<file path="src/hw/rtl/assert_macros.svh">
// Assertion helpers: clocked, reset-qualified implication checks.
`ifndef ASSERT_MACROS_SVH
`define ASSERT_MACROS_SVH

`ifndef SYNTHESIS

`define ASSERT_IMPLY(label, clk, rst_n, ante, cons, msg) \
    label: assert property (@(posedge clk) disable iff (!(rst_n)) (ante) |-> (cons)) \
        else $error(msg);

`define ASSERT_NEXT(label, clk, rst_n, ante, cons, msg) \
    label: assert property (@(posedge clk) disable iff (!(rst_n)) (ante) |=> (cons)) \
        else $error(msg);

`else

`define ASSERT_IMPLY(label, clk, rst_n, ante, cons, msg)

`define ASSERT_NEXT(label, clk, rst_n, ante, cons, msg)

`endif

`endif

</file>
<file path="src/hw/rtl/pft_pkg.sv">
`default_nettype none

package pft_pkg;

    localparam int INDEX_BITS  = 32;
    localparam int VERTEX_BITS = 32;
    localparam int SIZE_BITS   = 8;

    localparam logic [SIZE_BITS-1:0] MIN_FACE  = 8'd3;
    localparam logic [SIZE_BITS-1:0] QUAD_SIZE = 8'd4;
    localparam logic [SIZE_BITS-1:0] FAN_START = 8'd2;
    localparam logic [SIZE_BITS-1:0] QUAD_LAST = 8'd3;

    localparam logic [1:0] TRI_NONE = 2'd0;
    localparam logic [1:0] TRI_ONE  = 2'd1;
    localparam logic [1:0] TRI_TWO  = 2'd2;

    typedef logic [INDEX_BITS-1:0] t_index;
    typedef logic [SIZE_BITS-1:0]  t_size;

    typedef enum logic [0:0] {
        CFG_SWAP_WINDING = 1'b0,
        CFG_QUAD_PIVOT   = 1'b1
    } t_cfg_index;

    typedef struct packed {
        logic swap_winding;
        logic quad_pivot;
    } t_cfg;

    typedef struct packed {
        t_index a;
        t_index b;
        t_index c;
        logic   last;
    } t_tri;

    typedef struct packed {
        logic [1:0] count;
        t_tri       first_tri;
        t_tri       second_tri;
    } t_tri_pair;

    // free room in the output buffer once this cycle's pop is counted
    typedef struct packed {
        logic one;
        logic two;
    } t_room;

    typedef struct packed {
        logic [1:0] count;
    } t_out_status;

endpackage

`default_nettype wire

</file>
<file path="src/hw/rtl/polygon_fan_triangulator.sv">
// Polygon fan triangulator. Corners stream in one beat per cycle, each tagged
// with its face's corner count, and come out as fan triangles one beat per
// cycle. A corner is taken every cycle while the output side keeps up; the
// one exception is the fourth corner of a turned quad, which yields two
// triangle beats and so needs both buffer entries free. A corner is held in
// the input register and its triangles are written into a two-entry output
// buffer, whose head is the output. o_in_ready depends combinationally on
// i_out_ready through the room left in that buffer. Configuration writes are
// registered and apply to whichever corner then sits in the input register.
`default_nettype none
`include "assert_macros.svh"

module polygon_fan_triangulator (
    input  wire logic                             i_clk,
    input  wire logic                             i_rst_n,
    input  wire logic                             i_cfg_valid,
    output logic                                  o_cfg_ready,
    input  wire logic [0:0]                       i_cfg_index,
    input  wire logic                             i_cfg_data,
    input  wire logic                             i_in_valid,
    output logic                                  o_in_ready,
    input  wire logic [pft_pkg::VERTEX_BITS-1:0]  i_vertex_index,
    input  wire logic [pft_pkg::SIZE_BITS-1:0]    i_face_size,
    output logic                                  o_out_valid,
    input  wire logic                             i_out_ready,
    output logic [pft_pkg::VERTEX_BITS-1:0]       o_tri_a,
    output logic [pft_pkg::VERTEX_BITS-1:0]       o_tri_b,
    output logic [pft_pkg::VERTEX_BITS-1:0]       o_tri_c,
    output logic                                  o_run_last
);

    pft_pkg::t_cfg         cfg;
    pft_pkg::t_room        room;
    pft_pkg::t_tri_pair    pair;
    pft_pkg::t_tri         head;
    pft_pkg::t_out_status  status;
    logic                  push;

    assign o_cfg_ready = 1'b1;

    pft_cfg u_cfg (
        .i_clk       (i_clk),
        .i_rst_n     (i_rst_n),
        .i_cfg_valid (i_cfg_valid),
        .i_cfg_index (i_cfg_index),
        .i_cfg_data  (i_cfg_data),
        .o_cfg       (cfg)
    );

    pft_corner u_corner (
        .i_clk          (i_clk),
        .i_rst_n        (i_rst_n),
        .i_cfg          (cfg),
        .i_in_valid     (i_in_valid),
        .o_in_ready     (o_in_ready),
        .i_vertex_index (i_vertex_index),
        .i_face_size    (i_face_size),
        .i_room         (room),
        .o_push         (push),
        .o_pair         (pair)
    );

    pft_out u_out (
        .i_clk       (i_clk),
        .i_rst_n     (i_rst_n),
        .i_push      (push),
        .i_pair      (pair),
        .o_room      (room),
        .o_out_valid (o_out_valid),
        .i_out_ready (i_out_ready),
        .o_head      (head),
        .o_status    (status)
    );

    assign o_tri_a    = pft_pkg::VERTEX_BITS'(head.a);
    assign o_tri_b    = pft_pkg::VERTEX_BITS'(head.b);
    assign o_tri_c    = pft_pkg::VERTEX_BITS'(head.c);
    assign o_run_last = head.last;

    `ASSERT_IMPLY(a_buf_bound, i_clk, i_rst_n, 1'b1, status.count <= 2'd2, "output buffer overfilled")
    `ASSERT_IMPLY(a_push_fits, i_clk, i_rst_n, push && pair.count == pft_pkg::TRI_TWO, room.two, "triangle pair pushed without room")
    `ASSERT_NEXT(a_quad_second, i_clk, i_rst_n, o_out_valid && !o_run_last, o_out_valid, "second quad triangle missing")

endmodule

`default_nettype wire

</file>
<file path="src/hw/rtl/pft_cfg.sv">
`default_nettype none

module pft_cfg (
    input  wire logic          i_clk,
    input  wire logic          i_rst_n,
    input  wire logic          i_cfg_valid,
    input  wire logic [0:0]    i_cfg_index,
    input  wire logic          i_cfg_data,
    output pft_pkg::t_cfg      o_cfg
);

    pft_pkg::t_cfg r_cfg;
    pft_pkg::t_cfg n_cfg;

    always_comb begin
        n_cfg = r_cfg;
        if (i_cfg_valid) begin
            unique case (pft_pkg::t_cfg_index'(i_cfg_index))
                pft_pkg::CFG_SWAP_WINDING: n_cfg.swap_winding = i_cfg_data;
                pft_pkg::CFG_QUAD_PIVOT:   n_cfg.quad_pivot   = i_cfg_data;
                default:                   n_cfg = r_cfg;
            endcase
        end
    end

    always_ff @(posedge i_clk) begin
        if (!i_rst_n) begin
            r_cfg <= '0;
        end else begin
            r_cfg <= n_cfg;
        end
    end

    assign o_cfg = r_cfg;

endmodule

`default_nettype wire

</file>
<file path="src/hw/rtl/pft_corner.sv">
`default_nettype none

module pft_corner (
    input  wire logic                             i_clk,
    input  wire logic                             i_rst_n,
    input  wire pft_pkg::t_cfg                    i_cfg,
    input  wire logic                             i_in_valid,
    output logic                                  o_in_ready,
    input  wire logic [pft_pkg::VERTEX_BITS-1:0]  i_vertex_index,
    input  wire logic [pft_pkg::SIZE_BITS-1:0]    i_face_size,
    input  wire pft_pkg::t_room                   i_room,
    output logic                                  o_push,
    output pft_pkg::t_tri_pair                    o_pair
);

    logic             r_in_valid;
    pft_pkg::t_index  r_vertex;
    pft_pkg::t_size   r_size;

    pft_pkg::t_size   r_pos;
    pft_pkg::t_index  r_first;
    pft_pkg::t_index  r_second;
    pft_pkg::t_index  r_prev;

    pft_pkg::t_size   n_pos;
    pft_pkg::t_tri_pair pair;
    logic             advance;
    logic             accept;
    logic [pft_pkg::SIZE_BITS:0] pos_inc;

    function automatic pft_pkg::t_tri make_tri(input logic swap, input pft_pkg::t_index a,
                                               input pft_pkg::t_index b,
                                               input pft_pkg::t_index c, input logic last);
        pft_pkg::t_tri t;
        t.a    = a;
        t.b    = swap ? c : b;
        t.c    = swap ? b : c;
        t.last = last;
        return t;
    endfunction

    always_comb begin
        pair            = '0;
        pair.count      = pft_pkg::TRI_NONE;
        pair.first_tri  = make_tri(i_cfg.swap_winding, r_first, r_prev, r_vertex, 1'b1);
        pair.second_tri = make_tri(i_cfg.swap_winding, r_vertex, r_second, r_prev, 1'b1);
        if (r_size >= pft_pkg::MIN_FACE && r_pos >= pft_pkg::FAN_START) begin
            if (i_cfg.quad_pivot && r_size == pft_pkg::QUAD_SIZE) begin
                // turned quad: both triangles fan from the fourth corner
                if (r_pos == pft_pkg::QUAD_LAST) begin
                    pair.count     = pft_pkg::TRI_TWO;
                    pair.first_tri = make_tri(i_cfg.swap_winding, r_vertex, r_first,
                                              r_second, 1'b0);
                end
            end else begin
                pair.count = pft_pkg::TRI_ONE;
            end
        end
    end

    always_comb begin
        case (pair.count)
            pft_pkg::TRI_NONE: advance = r_in_valid;
            pft_pkg::TRI_ONE:  advance = r_in_valid && i_room.one;
            pft_pkg::TRI_TWO:  advance = r_in_valid && i_room.two;
            default:           advance = 1'b0;
        endcase
    end

    assign pos_inc = {1'b0, r_pos} + {{pft_pkg::SIZE_BITS{1'b0}}, 1'b1};
    assign n_pos   = (pos_inc >= {1'b0, r_size}) ? '0 : pos_inc[pft_pkg::SIZE_BITS-1:0];

    assign o_in_ready = !r_in_valid || advance;
    assign accept     = i_in_valid && o_in_ready;

    always_ff @(posedge i_clk) begin
        if (!i_rst_n) begin
            r_in_valid <= 1'b0;
            r_pos      <= '0;
            r_first    <= '0;
            r_second   <= '0;
            r_prev     <= '0;
        end else begin
            r_in_valid <= accept || (r_in_valid && !advance);
            if (advance) begin
                r_pos  <= n_pos;
                r_prev <= r_vertex;
                if (r_pos == '0) begin
                    r_first <= r_vertex;
                end
                if (r_pos == pft_pkg::SIZE_BITS'(1)) begin
                    r_second <= r_vertex;
                end
            end
        end
    end

    // input beat payload needs no reset
    always_ff @(posedge i_clk) begin
        if (accept) begin
            r_vertex <= i_vertex_index[pft_pkg::INDEX_BITS-1:0];
            r_size   <= i_face_size;
        end
    end

    assign o_push = advance;
    assign o_pair = pair;

endmodule

`default_nettype wire

</file>
<file path="src/hw/rtl/pft_out.sv">
`default_nettype none

module pft_out (
    input  wire logic                i_clk,
    input  wire logic                i_rst_n,
    input  wire logic                i_push,
    input  wire pft_pkg::t_tri_pair  i_pair,
    output pft_pkg::t_room           o_room,
    output logic                     o_out_valid,
    input  wire logic                i_out_ready,
    output pft_pkg::t_tri            o_head,
    output pft_pkg::t_out_status     o_status
);

    logic [1:0]     r_count;
    pft_pkg::t_tri  r_slot0;
    pft_pkg::t_tri  r_slot1;

    logic [1:0]     n_count;
    pft_pkg::t_tri  n_slot0;
    pft_pkg::t_tri  n_slot1;
    logic           pop;
    logic [1:0]     rem;
    logic [1:0]     push_count;

    assign pop        = (r_count != 2'd0) && i_out_ready;
    assign rem        = r_count - {1'b0, pop};
    assign push_count = i_push ? i_pair.count : pft_pkg::TRI_NONE;

    always_comb begin
        n_slot0 = r_slot0;
        n_slot1 = r_slot1;
        // advance the waiting triangle to the head
        if (pop) begin
            n_slot0 = r_slot1;
        end
        if (push_count != pft_pkg::TRI_NONE) begin
            if (rem == 2'd0) begin
                n_slot0 = i_pair.first_tri;
                n_slot1 = i_pair.second_tri;
            end else begin
                n_slot1 = i_pair.first_tri;
            end
        end
        n_count = rem + push_count;
    end

    always_ff @(posedge i_clk) begin
        if (!i_rst_n) begin
            r_count <= 2'd0;
        end else begin
            r_count <= n_count;
        end
    end

    always_ff @(posedge i_clk) begin
        r_slot0 <= n_slot0;
        r_slot1 <= n_slot1;
    end

    assign o_room.one     = (rem != 2'd2);
    assign o_room.two     = (rem == 2'd0);
    assign o_out_valid    = (r_count != 2'd0);
    assign o_head         = r_slot0;
    assign o_status.count = r_count;

endmodule

`default_nettype wire
</file>
<file path="config.mk">
export PLATFORM = sky130hd
export DESIGN_NAME = polygon_fan_triangulator
export DESIGN_NICKNAME = d
export VERILOG_FILES = /design/src/hw/rtl/pft_pkg.sv /design/src/hw/rtl/polygon_fan_triangulator.sv /design/src/hw/rtl/pft_cfg.sv /design/src/hw/rtl/pft_corner.sv /design/src/hw/rtl/pft_out.sv
export VERILOG_INCLUDE_DIRS = /design/src /design/src/hw/rtl
export SDC_FILE = /design/constraint.sdc
export NUM_CORES = 1
export LEC_CHECK = 0
export BUFFER_PORTS_ARGS = -buffer_cell sky130_fd_sc_hd__buf_4
export CORE_ASPECT_RATIO = 1.75
export CORE_MARGIN = 2
export CORE_UTILIZATION = 40
export CTS_BUF_LIST = sky130_fd_sc_hd__clkbuf_8
export DETAILED_ROUTE_END_ITERATION = 8
export HOLD_SLACK_MARGIN = 0.12
export REMOVE_ABC_BUFFERS = 1
export SETUP_SLACK_MARGIN = 0.2
export SYNTH_ARGS = -nofsm -noshare
export SYNTH_HDL_FRONTEND = slang
export SYNTH_HIERARCHICAL = 1
export SYNTH_SLANG_ARGS = --single-unit
export TNS_END_PERCENT = 100
</file>
<file path="constraint.sdc">
create_clock -name i_clk -period 14.3 [get_ports i_clk]
set_clock_uncertainty 0.2 [all_clocks]
set_input_delay 3.575 -clock i_clk [delete_from_list [all_inputs] [get_ports i_clk]]
set_output_delay 3.575 -clock i_clk [all_outputs]
set_load 0.1 [all_outputs]
</file>
==> results.cfg, run 1 <==
[status]
outcome = finished, final reports clean

[synth]
synth_fa_ha_area_frac = 0.01294
synth.most_common_cell = mux2_2
synthCells = 1414
async_flop_share = 0
synth-seq-cells = 343
ys_types = 44
synth_area_per_cell_sq_um = 11.63
synth-compound-area-share = 0.03805
syn-cell-area_sq_um = 16440
synth_top_area_share = 0.2508
synth_mux_area_frac = 0.3230
synth_common_cells = 336 x mux2_2, 210 x nand2_1, 206 x dfxtp_1
yosys_warnings = 6
yosysTopAreaCell = dfxtp_1
ys_seq_area_frac = 0.5011
synth-edff-count = 137
synthTopCellsByArea = dfxtp_1 25%, edfxtp_1 25%, mux2_2 23%
synthFlopType = dfxtp_1
synth-simple-area-share = 0.08615
synth-xor-area-share = 0.005099
synth_top_family_by_area = multiplexers

[clock_tree]
cts_tree = built
cts_buffer_depth = 3
cts.sinks = 343
htree_num_levels = 2
cts_made_buffers = 53
clk_latency_ns = 0.62
cts-resized-gates = 0
post_cts_buffers = 0
hold_buffers = 0
cts.clk_slew.worst_paths_ns = 0.06
clock_tree.root_cell = clkbuf_8

[floorplanning]
ios = 147
die_area_sq_um = 42800
die-width_um = 157.3
initial_core_util = 0.4039
core-area_sq_um = 40710
row_count = 98
fp.dieH_um = 272.2

[sta]
max_slew.worst_pin.slew_ns = 1.095
finalCriticalPeriod_ns = 9.614
fmax_mhz = 104.0
hold_violations = 0
slew_headroom = 0.2701
whs_ns = 0.2856
grt_setup_unrepaired = no
period_share = 0.6723
slew_violations = 0
setup_viol = 0

[run]
maxCapViolCount = 0

[global_routing]
overflow = 0
grt_max_degree = 69
grtUsageTotal = 0.1822
grt_pass1_wl_um = 60790
antenna_found_initial = 2
grt_pass1_vias = 11310

[route]
dr.pass1.iters = 5
wire_per_inst_um = 18.38
ant_nets = 0
drtIter0Drc = 487
vias = 10920
viasPerCell = 5.144
drc = 0
drt-total-wl_um = 39030

[setup_path]
worstPathArrival_ns = 5.84
worstSetupEndpointType = primary output
crit_type = input port to primary output
crit_path_max_fanout = 57
required_ns = 10.52
startpoint_type = input port

[finish]
final_cell_area_sq_um = 18950
fillerInstances = 3846
drive_above_1_share = 0.3715
finalNonFillerCells = 2123
syn_to_final_growth_pct = 15.29
final_nets = 1592

[place]
gp_congestion = 0.7295
dpl_cell_area_sq_um = 17880
io_buffers = 145
place_hpwl_um = 23230
dp.cells = 2023

[power]
irDropWorstVdd_mv = 0.1628
leakage_nw = 8.045
powerDensity_nw_per_um2 = 234.7

[hold_path]
hold_class = register to register
-- area by class of cell --
cell class,count,area [sq um],share of cell area
well taps,550,688.2,0.03631
diodes,1,2.502,0.0001320
clock buffers,60,825.8,0.04357
multi-input cells,954,7692,0.4058
flip-flops and latches,343,8242,0.4348
repair buffers,160,1201,0.06337
clock inverters,39,242.7,0.01281
inverters,16,60.06,0.003169
-- sequential cells by signal, indices dropped and copies added (netlist names) --
signal	flops
u_out/o_status	2
u_corner/r_pos	8
u_corner/r_size	8
u_corner/r_second	32
u_corner/r_in_valid	1
u_corner/r_first	32
u_out/o_head	97
u_corner/r_prev	32
u_corner/r_vertex	32
u_out/r_slot1	97
u_cfg/o_cfg	2
-- cells by family (layout without fill, tap and decap cells) --
logic type	Yosys count	after routing
AO/OA/AOI/OAI	117	117
buffers and inverters	117	275
AND/OR/NAND/NOR	324	324
XOR/XNOR	8	8
multiplexers	486	486
adder cells (fa/ha/maj)	17	17
flip-flops	343	343
other	2	3
-- power breakdown --
part / internal (mW) / switching, mW
clock network: 0.438 / 0.393
logic: 0.729 / 1.49
registers: 1.26 / 0.140
-- per-layer routing --
layer  GRT usage  share of wire
met3     0.02816          0.038
met4     0.07153          0.030
met2      0.3468           0.54
met5           0        0.00041
met1      0.1979           0.39
-- path summary, 6_finish.rpt --
path | startpoint | slack, ns | to | cells after the start
worst max-delay path | i_out_ready | 4.69 | o_in_ready | 11
worst min-delay path | u_corner/r_prev[19]$_SDFFE_PN0P_ | 0.29 | u_corner/r_prev[19]$_SDFFE_PN0P_ | 2
worst max register to register | u_corner/r_pos[1]$_SDFFE_PN0P_ | 8.25 | u_out/o_head[69]$_DFF_P_ | 14
worst min register to register | u_corner/r_prev[19]$_SDFFE_PN0P_ | 0.29 | u_corner/r_prev[19]$_SDFFE_PN0P_ | 2
-- worst max-delay path: stages --
cell and delay (ns):
buf_4 0.13, o21ai_4 0.05, inv_1 0.06, ha_1 0.30, nor2b_4 0.14, buf_4 0.65
mux2_2 0.29, a21o_1 0.17, nand2_2 0.06, nand2_1 0.11, buf_4 0.30
-- cells in the final DEF (no fill, tap or decap), drive strengths merged, types with 3 or more instances in the layout --
| cell | count |
|---|---|
| clkbuf | 60 |
| nand2 | 212 |
| edfxtp | 137 |
| nor2b | 3 |
| bufinv | 3 |
| nand4 | 7 |
| mux2i | 130 |
| clkinv | 9 |
| nand3 | 73 |
| buf | 160 |
| o21ai | 66 |
| nor2 | 9 |
| or3 | 4 |
| a21o | 3 |
| xor2 | 3 |
| and3 | 4 |
| and2 | 5 |
| a31oi | 4 |
| dfxtp | 206 |
| xnor2 | 4 |
| a21oi | 38 |
| ha | 17 |
| inv | 41 |
| mux2 | 356 |
-- metrics by stage --
| step | setup slack, ns | util | total power, mW | setup TNS (ns) |
|---|---|---|---|---|
| floorplan | -2.863 | - | 3.239 | -335.27 |
| CTS | 4.630 | 0.4655 | 4.505 | 0 |
| global placement | 4.643 | 0.4393 | 3.634 | 0 |
| global route | 4.509 | 0.4656 | 4.646 | 0 |
| detailed placement | 4.630 | 0.4393 | 3.663 | 0 |
| finish | 4.686 | 0.4656 | 4.449 | 0 |
(Power assumes the default switching activity.)
==> run 2: changes to the inputs <==
==> constraint.sdc (replaced) <==
create_clock -name i_clk -period 8.45 [get_ports i_clk]
set_clock_uncertainty 0.2 [all_clocks]
set_input_delay 2.1125 -clock i_clk [delete_from_list [all_inputs] [get_ports i_clk]]
set_output_delay 2.1125 -clock i_clk [all_outputs]
set_load 0.1 [all_outputs]
==> results.cfg, run 2 (synthesis gave the netlist of run 1 again) <==
[place]
io_buffers = 145
place_hpwl_um = 23160
gp_congestion = 0.7586
place_ws_ns = 2.405
dp.cells = 2023

[floorplanning]
die_area_sq_um = 42800
fp.dieH_um = 272.2
die-width_um = 157.3
row_count = 98
core-area_sq_um = 40710
ios = 147
initial_core_util = 0.4039

[global_routing]
grt_max_degree = 67
grt_pass1_wl_um = 60560
overflow = 0
grtUsageTotal = 0.1810
grt_pass1_vias = 11270
antenna_found_initial = 1

[sta]
whs_ns = 0.2818
fmax_mhz = 161.5
setup_slack_ns = 2.260
finalCriticalPeriod_ns = 6.190
grt_setup_unrepaired = no
hold_violations = 0
slew_violations = 0
setup_viol = 0
slew_headroom = 0.2707
max_slew.worst_pin.slew_ns = 1.080
period_share = 0.7326

[finish]
final_common_cell = mux2_2
final_core_util = 0.4651
finalNonFillerCells = 2123
final_nets = 1592
final_cell_mix = 336 x mux2_2, 209 x nand2_1, 205 x dfxtp_1
syn_to_final_growth_pct = 15.18
drive_above_1_share = 0.3715
fillerInstances = 3846

[status]
outcome = finished, final reports clean

[clock_tree]
htree_num_levels = 2
clk_latency_ns = 0.61
hold_buffers = 0
cts_made_buffers = 53
cts_buffer_depth = 3
cts-resized-gates = 0
clock_tree.root_cell = clkbuf_8
cts_tree = built
cts.sinks = 343
post_cts_buffers = 0
cts.clk_slew.worst_paths_ns = 0.06

[route]
wire_per_inst_um = 18.24
drc = 0
ant_nets = 0
drtIter0Drc = 490
drt-total-wl_um = 38730
vias = 10930
viasPerCell = 5.150
dr.pass1.iters = 5

[setup_path]
path_cells = ha_1, o2111ai_1, or3_1, inv_2, ha_1, mux2_2, a21o_1, nand2_2, nand2_1, buf_4
worstPathArrival_ns = 3.88
required_ns = 6.14
reg2reg_from = u_corner/r_pos[0]$_SDFFE_PN0P_
critical-path-top-delay-family = buffers and inverters
crit_top_cell = ha_1
startpoint_type = register
crit_type = register to primary output
slowest_stage = inv_2
path_buf_inv = 2
crit_path_max_fanout = 36
worstSetupEndpointType = primary output
r2r-end = u_out/o_head[64]$_DFF_P_
cp_slowest_stage_delay_ns = 0.70
r2r_setup_slack_ns = 2.84
reg2regPathDepth = 14

[power]
irDropWorstVdd_mv = 0.2474
switching_share = 0.4566
internal-power_mw = 4.068
share_comb_of_total_power = 0.503
leakage_nw = 8.032
p_seq_frac = 0.315
powerDensity_nw_per_um2 = 395.3
clkPwrFrac = 0.181
p_switching_mw = 3.418

[run]
maxCapViolCount = 0

[hold_path]
whs_endpoint = u_cfg/o_cfg[0]$_SDFFE_PN0P_
hold_start = u_cfg/o_cfg[0]$_SDFFE_PN0P_
holdPathStages = 2
hold_class = register to register
run 2: cell types whose count changed in the layout (fill, tap and decap cells not counted), moves of 2 or more:
cell	previous run	this run
clkinv_1	7	10
clkbuf_8	60	63
bufinv_16	3	1
inv_1	37	34
run 2: final cells by class:
type | instances | area, sq um | area share
Clock buffer | 63 | 867.1 | 0.04579
Tap cell | 550 | 688.2 | 0.03634
Timing Repair Buffer | 160 | 1214 | 0.06409
Clock inverter | 36 | 170.2 | 0.008986
Sequential cell | 343 | 8242 | 0.4352
Antenna cell | 1 | 2.502 | 0.0001322
Inverter | 16 | 60.06 | 0.003172
Multi-Input combinational cell | 954 | 7692 | 0.4062
run 2: how the worst max path moves through the flow:
| stage | from | end | slack, ns | cells past startpoint |
|---|---|---|---|---|
| 6_report | u_corner/r_pos[0]$_SDFFE_PN0P_ | o_in_ready | 2.26 | 10 |
| 5_1_grt | u_corner/r_pos[0]$_SDFFE_PN0P_ | o_in_ready | 1.98 | 10 |
| 4_1_cts | u_corner/r_pos[0]$_SDFFE_PN0P_ | o_in_ready | 2.17 | 10 |
| 3_5_place_dp | i_out_ready | u_out/o_head[81]$_DFF_P_ | 2.40 | 14 |
| 3_3_place_gp | i_out_ready | u_out/o_head[74]$_DFF_P_ | 2.39 | 14 |
| 2_1_floorplan | i_out_ready | u_out/o_head[72]$_DFF_P_ | -7.25 | 11 |
run 2: power groups by stage:
stage / sequential, mW / combinational, mW / clock (mW)
floorplan: 3.99 / 1.49 / 0
global placement: 2.41 / 3.74 / 0
detailed placement: 2.40 / 3.79 / 0
CTS: 2.37 / 3.80 / 1.41
global route: 2.40 / 3.95 / 1.48
finish: 2.36 / 3.77 / 1.36
run 2: through the flow:
stage	TNS (ns)	area (sq um)	power, mW
final	0	18940	7.486
after global routing	0	18940	7.823
after CTS	0	18930	7.583
after detailed placement	0	17900	6.199
after global placement	0	17900	6.149
after floorplan	-1696.21	15950	5.481
run 2: worst reg2reg max path, delay by kind of cell, from the launching register on:
family	cells	cell delay, ns
muxes	2	0.79
DFF	1	0.45
adders and majority gates	2	0.60
and+or+nand+nor	3	0.99
AOI/OAI and AO/OA	3	0.75
buffers and inverters	4	1.72
run 2: routing by layer:
| metal | global-route usage | up-vias | wire [um] |
|---|---|---|---|
| met2 | 0.3482 | 205 | 21150 |
| met5 | 0 | - | 0 |
| li1 | - | 5331 | - |
| met4 | 0.06794 | 0 | 1089 |
| met3 | 0.02784 | 62 | 1596 |
| met1 | 0.1947 | 5335 | 14900 |
